**src/hdl/pcc_pkg.sv**
```systemverilog
`default_nettype none
package pcc_pkg;

  localparam int unsigned CoordW      = 20;
  localparam int unsigned LenW        = 12;
  localparam int unsigned CntW        = 16;
  localparam int unsigned ApbAddrW    = 4;
  localparam int unsigned ApbDataW    = 32;

  localparam int unsigned MaxPointsDef = 5000;

  localparam logic [LenW-1:0] RadiusRst    = 12'd250;
  localparam logic [LenW-1:0] HeightRst    = 12'd500;
  localparam logic [LenW-1:0] ClearanceRst = 12'd100;

  localparam int FloorMm     = 150;
  localparam int CeilMm      = 2000;
  localparam int MinInRadius = 10;

  typedef enum logic [1:0] {
    ReqStart = 2'd0,
    ReqPoint = 2'd1,
    ReqEnd   = 2'd2
  } pcc_req_e;

  typedef enum logic [1:0] {
    RegRadius    = 2'd0,
    RegHeight    = 2'd1,
    RegClearance = 2'd2
  } pcc_reg_e;

  typedef struct packed {
    logic [1:0]               req_type;
    logic signed [CoordW-1:0] coord_x;
    logic signed [CoordW-1:0] coord_y;
    logic signed [CoordW-1:0] coord_z;
  } pcc_in_t;

  typedef struct packed {
    logic            traversable;
    logic [CntW-1:0] in_radius_count;
  } pcc_out_t;

  typedef struct packed {
    logic [LenW-1:0]   radius;
    logic [2*LenW-1:0] radius_sq;
    logic [LenW-1:0]   height;
    logic [LenW-1:0]   clearance;
  } pcc_cfg_t;

  typedef struct packed {
    logic in_radius;
    logic zone;
    logic overhead;
  } pcc_class_t;

  // saturating increment
  function automatic logic [CntW-1:0] sat_inc(input logic [CntW-1:0] c);
    sat_inc = (c == '1) ? c : c + 1'b1;
  endfunction

endpackage
`default_nettype wire

```
**src/hdl/pcc_cfg.sv**
```systemverilog
`default_nettype none
module pcc_cfg
  import pcc_pkg::*;
(
  input  wire logic                clk_i,
  input  wire logic                rst_ni,
  input  wire logic                psel,
  input  wire logic                penable,
  input  wire logic                pwrite,
  input  wire logic [ApbAddrW-1:0] paddr,
  input  wire logic [ApbDataW-1:0] pwdata,
  output      logic [ApbDataW-1:0] prdata,
  output      logic                pready,
  output      pcc_cfg_t            cfg_o
);

  pcc_cfg_t cfg_q, cfg_d;
  logic     wr_en;
  logic [LenW-1:0] wval;

  assign pready = 1'b1;
  assign wr_en  = psel && penable && pwrite;
  assign wval   = pwdata[LenW-1:0];

  always_comb begin
    cfg_d = cfg_q;
    if (wr_en) begin
      unique case (paddr[3:2])
        RegRadius: begin
          cfg_d.radius    = wval;
          cfg_d.radius_sq = wval * wval;
        end
        RegHeight:    cfg_d.height    = wval;
        RegClearance: cfg_d.clearance = wval;
        default: ;
      endcase
    end
  end

  always_ff @(posedge clk_i or negedge rst_ni) begin
    if (!rst_ni) begin
      cfg_q.radius    <= RadiusRst;
      cfg_q.radius_sq <= RadiusRst * RadiusRst;
      cfg_q.height    <= HeightRst;
      cfg_q.clearance <= ClearanceRst;
    end else begin
      cfg_q <= cfg_d;
    end
  end

  always_comb begin
    unique case (paddr[3:2])
      RegRadius:    prdata = ApbDataW'(cfg_q.radius);
      RegHeight:    prdata = ApbDataW'(cfg_q.height);
      RegClearance: prdata = ApbDataW'(cfg_q.clearance);
      default:      prdata = '0;
    endcase
  end

  assign cfg_o = cfg_q;

endmodule
`default_nettype wire

```
**src/hdl/pcc_geom.sv**
```systemverilog
`default_nettype none
module pcc_geom
  import pcc_pkg::*;
(
  input  wire pcc_cfg_t                 cfg_i,
  input  wire logic signed [CoordW-1:0] query_x_i,
  input  wire logic signed [CoordW-1:0] query_y_i,
  input  wire logic signed [CoordW-1:0] x_i,
  input  wire logic signed [CoordW-1:0] y_i,
  input  wire logic signed [CoordW-1:0] z_i,
  output      pcc_class_t               class_o
);

  localparam logic signed [CoordW:0] LenMax  = (CoordW+1)'((1 << LenW) - 1);
  localparam logic signed [CoordW:0] LenMin  = -LenMax;
  localparam logic signed [CoordW:0] FloorZ  = (CoordW+1)'(FloorMm);
  localparam logic signed [CoordW:0] CeilZ   = (CoordW+1)'(CeilMm);

  logic signed [CoordW:0] dx, dy, zs, h_s, top_s, ndx, ndy;
  logic                   far;
  logic [LenW-1:0]        mag_x, mag_y;
  logic [2*LenW-1:0]      sq_x, sq_y;
  logic [2*LenW:0]        d2;
  logic [LenW:0]          top;
  logic                   above_floor;

  assign dx  = {x_i[CoordW-1], x_i} - {query_x_i[CoordW-1], query_x_i};
  assign dy  = {y_i[CoordW-1], y_i} - {query_y_i[CoordW-1], query_y_i};
  assign ndx = -dx;
  assign ndy = -dy;

  // Any offset beyond the largest radius is out, so only 12-bit magnitudes get squared.
  assign far = (dx > LenMax) || (dx < LenMin) || (dy > LenMax) || (dy < LenMin);
  assign mag_x = dx[CoordW] ? ndx[LenW-1:0] : dx[LenW-1:0];
  assign mag_y = dy[CoordW] ? ndy[LenW-1:0] : dy[LenW-1:0];
  assign sq_x  = mag_x * mag_x;
  assign sq_y  = mag_y * mag_y;
  assign d2    = {1'b0, sq_x} + {1'b0, sq_y};

  assign top   = {1'b0, cfg_i.height} + {1'b0, cfg_i.clearance};
  assign zs    = {z_i[CoordW-1], z_i};
  assign h_s   = $signed({{(CoordW+1-LenW){1'b0}}, cfg_i.height});
  assign top_s = $signed({{(CoordW-LenW){1'b0}}, top});
  assign above_floor = (zs >= FloorZ);

  assign class_o.in_radius = !far && (d2 <= {1'b0, cfg_i.radius_sq});
  assign class_o.zone      = above_floor && (zs <= h_s);
  assign class_o.overhead  = above_floor && (zs > h_s) && (zs > top_s) && (zs <= CeilZ);

endmodule
`default_nettype wire

```
**src/hdl/point_cloud_clearance_check_top.sv**
```systemverilog
`default_nettype none
// Clearance check over a point-cloud stream. Send a start word carrying the
// query point, then cloud-point words (x, y, z in signed millimetres), then an
// end word; the end word yields one result word with the verdict and the count
// of points inside the check radius. A point is inside when dx^2 + dy^2 is at
// most radius^2; inside points are binned as robot zone (150 mm up to the
// robot height) or overhead (above height plus clearance, up to 2000 mm). The
// verdict is set when at least 10 points lie inside, at least one is overhead
// and 2*overhead > 3*zone. Only the first MaxPoints points after a start
// count; later ones are dropped until the next start. Counters saturate at
// 65535. Throughput is one word per clock unless the input side stalls: a word
// is held in the input register, where a single pass of subtract, two 12x12
// squares, add and compare updates the counters; an end word moves its verdict
// from the input register into the result register. The input side stalls only
// when an end word meets a result register that is still full and not being taken.
// Write the three configuration registers over APB (0x0 radius, 0x4 robot
// height, 0x8 clearance) while no query words are in flight.
module point_cloud_clearance_check_top
  import pcc_pkg::*;
#(
  parameter int unsigned MaxPoints = MaxPointsDef
) (
  input  wire logic                clk_i,
  input  wire logic                rst_ni,
  // request channel
  input  wire logic                in_valid_i,
  output      logic                in_ready_o,
  input  wire pcc_in_t             in_data_i,
  // result channel
  output      logic                out_valid_o,
  input  wire logic                out_ready_i,
  output      pcc_out_t            out_data_o,
  // configuration
  input  wire logic                psel,
  input  wire logic                penable,
  input  wire logic                pwrite,
  input  wire logic [ApbAddrW-1:0] paddr,
  input  wire logic [ApbDataW-1:0] pwdata,
  output      logic [ApbDataW-1:0] prdata,
  output      logic                pready
);

  localparam int unsigned ExamW = $clog2(MaxPoints + 1);
  localparam logic [ExamW-1:0] ExamLimit = ExamW'(MaxPoints);

  pcc_cfg_t   cfg;
  pcc_class_t cls;

  // input register
  logic    in_valid_q;
  pcc_in_t in_q;

  // query state
  logic signed [CoordW-1:0] query_x_q, query_x_d;
  logic signed [CoordW-1:0] query_y_q, query_y_d;
  logic [ExamW-1:0] exam_q, exam_d;
  logic [CntW-1:0]  radius_q, radius_d;
  logic [CntW-1:0]  zone_q, zone_d;
  logic [CntW-1:0]  over_q, over_d;

  // result register
  logic     out_valid_q, out_valid_d;
  pcc_out_t out_q, out_d;

  logic fire, is_end, verdict;
  logic [CntW+1:0] two_over, three_zone;

  pcc_cfg u_cfg (
    .clk_i   (clk_i),
    .rst_ni  (rst_ni),
    .psel    (psel),
    .penable (penable),
    .pwrite  (pwrite),
    .paddr   (paddr),
    .pwdata  (pwdata),
    .prdata  (prdata),
    .pready  (pready),
    .cfg_o   (cfg)
  );

  pcc_geom u_geom (
    .cfg_i     (cfg),
    .query_x_i (query_x_q),
    .query_y_i (query_y_q),
    .x_i       (in_q.coord_x),
    .y_i       (in_q.coord_y),
    .z_i       (in_q.coord_z),
    .class_o   (cls)
  );

  // An end word needs room in the result register; everything else retires at once.
  assign is_end     = (in_q.req_type == ReqEnd);
  assign fire       = in_valid_q && (!is_end || !out_valid_q || out_ready_i);
  assign in_ready_o = !in_valid_q || fire;

  assign two_over   = {1'b0, over_q, 1'b0};
  assign three_zone = {1'b0, zone_q, 1'b0} + {2'b00, zone_q};
  assign verdict    = (radius_q >= CntW'(MinInRadius)) && (over_q != '0) &&
                      (two_over > three_zone);

  always_comb begin
    query_x_d   = query_x_q;
    query_y_d   = query_y_q;
    exam_d      = exam_q;
    radius_d    = radius_q;
    zone_d      = zone_q;
    over_d      = over_q;
    out_valid_d = out_valid_q && !out_ready_i;
    out_d       = out_q;
    if (fire) begin
      unique case (in_q.req_type)
        ReqStart: begin
          query_x_d = in_q.coord_x;
          query_y_d = in_q.coord_y;
          exam_d    = '0;
          radius_d  = '0;
          zone_d    = '0;
          over_d    = '0;
        end
        ReqPoint: begin
          // drop points once the budget is spent
          if (exam_q < ExamLimit) begin
            exam_d = exam_q + 1'b1;
            if (cls.in_radius) begin
              radius_d = sat_inc(radius_q);
              if (cls.zone) begin
                zone_d = sat_inc(zone_q);
              end
              if (cls.overhead) begin
                over_d = sat_inc(over_q);
              end
            end
          end
        end
        ReqEnd: begin
          out_valid_d           = 1'b1;
          out_d.traversable     = verdict;
          out_d.in_radius_count = radius_q;
        end
        default: ;
      endcase
    end
  end

  always_ff @(posedge clk_i or negedge rst_ni) begin
    if (!rst_ni) begin
      in_valid_q  <= 1'b0;
      out_valid_q <= 1'b0;
      query_x_q   <= '0;
      query_y_q   <= '0;
      exam_q      <= '0;
      radius_q    <= '0;
      zone_q      <= '0;
      over_q      <= '0;
    end else begin
      if (in_ready_o) begin
        in_valid_q <= in_valid_i;
      end
      out_valid_q <= out_valid_d;
      query_x_q   <= query_x_d;
      query_y_q   <= query_y_d;
      exam_q      <= exam_d;
      radius_q    <= radius_d;
      zone_q      <= zone_d;
      over_q      <= over_d;
    end
  end

  // payload registers, no reset
  always_ff @(posedge clk_i) begin
    if (in_ready_o && in_valid_i) begin
      in_q <= in_data_i;
    end
    out_q <= out_d;
  end

  assign out_valid_o = out_valid_q;
  assign out_data_o  = out_q;

endmodule
`default_nettype wire
```
**config.mk**
```make
export PLATFORM = sky130hd
export DESIGN_NAME = point_cloud_clearance_check_top
export DESIGN_NICKNAME = d
export VERILOG_FILES = /design/src/hdl/pcc_pkg.sv /design/src/hdl/pcc_cfg.sv /design/src/hdl/pcc_geom.sv /design/src/hdl/point_cloud_clearance_check_top.sv
export SDC_FILE = /design/constraint.sdc
export NUM_CORES = 1
export LEC_CHECK = 0
export BUFFER_PORTS_ARGS = -buffer_cell sky130_fd_sc_hd__buf_2
export CAP_MARGIN = 15
export CORE_UTILIZATION = 57
export CTS_BUF_LIST = sky130_fd_sc_hd__clkbuf_8
export CTS_CLUSTER_DIAMETER = 120
export CTS_CLUSTER_SIZE = 40
export DETAILED_ROUTE_END_ITERATION = 8
export HOLD_SLACK_MARGIN = 0.1
export PLACE_DENSITY_LB_ADDON = 0.2
export SLEW_MARGIN = 20
export SYNTH_ARGS = -nofsm -noshare
export SYNTH_HDL_FRONTEND = slang
export SYNTH_SLANG_ARGS = --single-unit
export TNS_END_PERCENT = 1
```
**constraint.sdc**
```tcl
create_clock -name clk_i -period 12.5 [get_ports clk_i]
set_input_delay 0 -clock clk_i [delete_from_list [all_inputs] [get_ports clk_i]]
set_output_delay 0 -clock clk_i [all_outputs]
set_load 0.1 [all_outputs]
```
==> results.txt <==
* Latest clock arrival within the worst-skew pair: 0.61 ns
* Synthesis-stage register bit count: 240
- Aggregate routed wire length: 62900 um
- Post-synthesis cell area: 27200 um2
- The share of the Yosys chip area taken by registers is 0.236.
* Yosys top cell area share: 0.207
- Count of endpoints failing hold in the final timing report: 0
* Iteration-0 DRC count of the detailed router: 1313
- TritonCTS clock tree: yes
- Top-level I/O count: 157
- By startpoint and endpoint, the worst setup path is classified as flop to flop.
- The detail route stage leaves a number of antenna-violating nets equal to 0.
- Maximum cell stage delay along the critical path: 0.61 ns
- Fill cells in the final layout number 3780.
- Max-cap violations in this run came to 0.
- Counting tap cells, the placed design contains a total of 3599 instances.
- Clock skew: 0.0781 ns
- Setup violations remaining at the end of the flow were counted as 0.
- Worst setup EP type: flop
- Crit path buf inv count: 10
- For this design, the sink count on the clock tree is 240.
- Measured along the x axis, the die boundary spans 221 um.
- Netlist cell types: 82
* Number of warnings issued by yosys: 0
* Vert. Die Dim: 221 um
* Transition time at the pin with the least slew margin: 1.22 ns
- Maximum number of pins on one net before global-route repair: 94
* Overflow after GRT: 0
- sky130_fd_sc_hd__fa_1 takes more of the synthesized area than any other cell.
- The count of pins over their slew limit was 0.
* Final period demand of the worst path: 12.08 ns
- CP delay by family, top: adder cells
- Worst rel slew slack: 0.185
- After legalization and detailed placement, the total HPWL measured 47700 um.
- DR vias: 21200
- Row generation in the floorplan step produced 79 rows.
- At the worst endpoint, the arrival time is 12.60 ns.
* Setup TNS: 0 ns
- Clock tree buffer depth: 3
- Number of enable-type register cells in the synthesized netlist: 79
- In this run the worst hold path is classified as primary input to flop.
* Clock root buffer: sky130_fd_sc_hd__clkbuf_8
- Ratio of cells with drive above 1 in the final layout: 0.113
- The via count of the first global-routing pass came to 21900.
- In the post-synthesis netlist, the biggest area contributors are sky130_fd_sc_hd__fa_1 21%, sky130_fd_sc_hd__ha_1 14%, sky130_fd_sc_hd__dfrtp_1 13%, sky130_fd_sc_hd__edfxtp_1 8.7%, sky130_fd_sc_hd__inv_1 7.0%.
- The area growth from synthesis to layout is 13.1%.
- At the worst endpoint, the required time is 13.02 ns.
* Standard cell with the maximum stage delay on the critical path: sky130_fd_sc_hd__fa_2
- Using the TritonRoute via totals, the vias-per-cell ratio works out to 5.61.
- Number of instances in the synthesized netlist: 2915
* Worst-path fanout max: 13
* Async set-reset flop share out of synthesis: 0.671
- CTS H-Tree Depth: 1
* Nature of the critical path startpoint: flop
- Violations in the final reports: design-rule violations
- In this run, CTS created clock tree buffers numbering 11.
- The final layout contains 3848 nets.
- Global-route wire length before repair: 106000 um
* Maximum clock frequency: 82.8 MHz
* Drt pass-1 iters: 7
- GP Congestion: 0.900
- The finished layout holds 3774 standard cells, fillers aside.
* Outcome: complete, but fails checks
- The initial antenna violation count was 0.
- In the final routed layout, each cell accounts on average for 16.7 um.
- After clock tree synthesis, the clock-pin slew on the worst setup and hold paths is 0.20 ns.
* Critical path's most frequent cell: sky130_fd_sc_hd__fa_1
* Effective utilization at floorplan: 0.581
- DRC violations left: 1
* Count of inserted antenna diode cells: 0
* Dominant synthesized flop cell: sky130_fd_sc_hd__dfrtp_1
- Total core area: 46900 um2
* Port-buffer cells: 113
- Full die area: 48600 um2
* Mean area per synthesized cell: 9.34 um2
* Period utilisation layout: 0.966
- Overall track demand over capacity in global routing: 0.268
==> state kept, by name (all words and copies together), names as in the netlist <==
| signal | flops |
|---|---|
| in_q | 62 |
| zone_q | 16 |
| query_x_q | 20 |
| radius_q | 16 |
| u_cfg.cfg_o | 58 |
| out_data_o | 17 |
| out_valid_o | 1 |
| exam_q | 13 |
| over_q | 16 |
| in_valid_q | 1 |
| query_y_q | 20 |
==> metal layers <==
| metal | up-vias | track usage | wire length (um) |
|---|---|---|---|
| met5 | - | 0 | 0 |
| met3 | 88 | 0.0320 | 2680 |
| met2 | 464 | 0.483 | 32400 |
| met1 | 10500 | 0.345 | 26600 |
| met4 | 0 | 0.0557 | 1310 |
| li1 | 10100 | - | - |
==> per-stage QoR <==
| step | cell area (um2) | util | setup WS (ns) | hold slack (ns) |
|---|---|---|---|---|
| 2_1_floorplan | 27300 | - | 0.841 | -0.296 |
| 3_3_place_gp | 28500 | 0.609 | 0.170 | 0.174 |
| 3_5_place_dp | 28500 | 0.609 | -0.144 | 0.178 |
| 4_1_cts | 30200 | 0.645 | 0.0148 | 0.107 |
| 5_1_grt | 30800 | 0.657 | -0.0488 | 0.129 |
| 6_report | 30800 | 0.657 | 0.421 | 0.134 |
==> repair_timing <==
action | 4_1_cts | 5_1_grt
gates cloned | 0 | 3
buffers inserted | 0 | 14
setup endpoints to repair | 46 | 48
hold buffers | 141 | 0
pin swaps | 0 | 21
hold endpoints to repair | 202 | 0
resized for setup | 5 | 71
==> worst paths after layout <==
path / startpoint / endpoint / slack (ns) / depth (start not counted)
min: in_data_i[21] / in_q[21]$_DFFE_PP_ / 0.13 / 2
max: in_q[20]$_DFFE_PP_ / radius_q[5]$_DFFE_PN0P_ / 0.42 / 45
max reg2reg: in_q[20]$_DFFE_PP_ / radius_q[5]$_DFFE_PN0P_ / 0.42 / 45
max in group asynchronous: rst_ni / query_x_q[3]$_DFFE_PN0P_ / 10.49 / 4
min in group asynchronous: rst_ni / over_q[5]$_DFFE_PN0P_ / 0.55 / 3
min reg2reg: u_cfg.cfg_o[36]$_DFFE_PN1P_ / u_cfg.cfg_o[36]$_DFFE_PN1P_ / 0.49 / 2
==> cells in the mapped netlist, types with 7 or more instances <==
master,instances
sky130_fd_sc_hd__mux2_2,34
sky130_fd_sc_hd__nor4_1,23
sky130_fd_sc_hd__and3_1,17
sky130_fd_sc_hd__xnor2_1,68
sky130_fd_sc_hd__buf_1,7
sky130_fd_sc_hd__nand2b_1,54
sky130_fd_sc_hd__and4_1,8
sky130_fd_sc_hd__xor2_1,48
sky130_fd_sc_hd__a31oi_1,10
sky130_fd_sc_hd__a311oi_1,9
sky130_fd_sc_hd__clkbuf_1,72
sky130_fd_sc_hd__a21oi_1,101
sky130_fd_sc_hd__inv_1,508
sky130_fd_sc_hd__edfxtp_1,79
sky130_fd_sc_hd__a21o_1,35
sky130_fd_sc_hd__o21bai_1,20
sky130_fd_sc_hd__buf_4,21
sky130_fd_sc_hd__or4_1,12
sky130_fd_sc_hd__mux2i_1,40
sky130_fd_sc_hd__nand2_1,220
sky130_fd_sc_hd__or2_2,30
sky130_fd_sc_hd__a211oi_1,28
sky130_fd_sc_hd__nor2_1,198
sky130_fd_sc_hd__o21ai_0,139
sky130_fd_sc_hd__dfstp_2,22
sky130_fd_sc_hd__nand4_1,33
sky130_fd_sc_hd__o211ai_1,17
sky130_fd_sc_hd__or3_1,19
sky130_fd_sc_hd__nand3_1,50
sky130_fd_sc_hd__and2_1,62
sky130_fd_sc_hd__nor3_1,29
sky130_fd_sc_hd__o21a_1,18
sky130_fd_sc_hd__fa_1,282
sky130_fd_sc_hd__dfrtp_1,139
sky130_fd_sc_hd__ha_1,298
sky130_fd_sc_hd__nor2b_1,25
sky130_fd_sc_hd__o31ai_1,21
==> cells in the final DEF (no fill, tap or decap), types with 43 or more instances in the layout <==
cell type,n
sky130_fd_sc_hd__edfxtp_1,79
sky130_fd_sc_hd__dlygate4sd3_1,140
sky130_fd_sc_hd__buf_2,112
sky130_fd_sc_hd__xor2_1,43
sky130_fd_sc_hd__inv_1,506
sky130_fd_sc_hd__fa_1,279
sky130_fd_sc_hd__buf_4,59
sky130_fd_sc_hd__nor2_1,194
sky130_fd_sc_hd__and2_1,62
sky130_fd_sc_hd__nand3_1,50
sky130_fd_sc_hd__nand2b_1,53
sky130_fd_sc_hd__nand2_1,220
sky130_fd_sc_hd__xnor2_1,60
sky130_fd_sc_hd__o21ai_0,134
sky130_fd_sc_hd__ha_1,295
sky130_fd_sc_hd__dfrtp_1,139
sky130_fd_sc_hd__a21oi_1,94
==> cells by family after synthesis <==
family | after synthesis | share of synthesized area
AOI/OAI and AO/OA | 486 | 0.119
xor gates and xnor gates | 116 | 0.0373
adders and majority gates | 580 | 0.344
buffers and inverters | 612 | 0.0877
DFF | 240 | 0.236
muxes | 78 | 0.0304
other | 2 | 0.000276
and+or+nand+nor | 801 | 0.145
==> cell type report <==
cell class                 instances  area (um2)  share of cell area
multi-input combinational       2082       18900               0.613
sequential                       240        6430               0.209
timing repair buffer             320        2570              0.0836
inverter                         508        1910              0.0619
tap                              607         759              0.0247
clock buffer                      11         151             0.00492
clock inverter                     6        82.6             0.00268
Power is left out: the tool's default activity adds up to more than one toggle a clock period on the data nets, which glitch-free logic cannot reach.
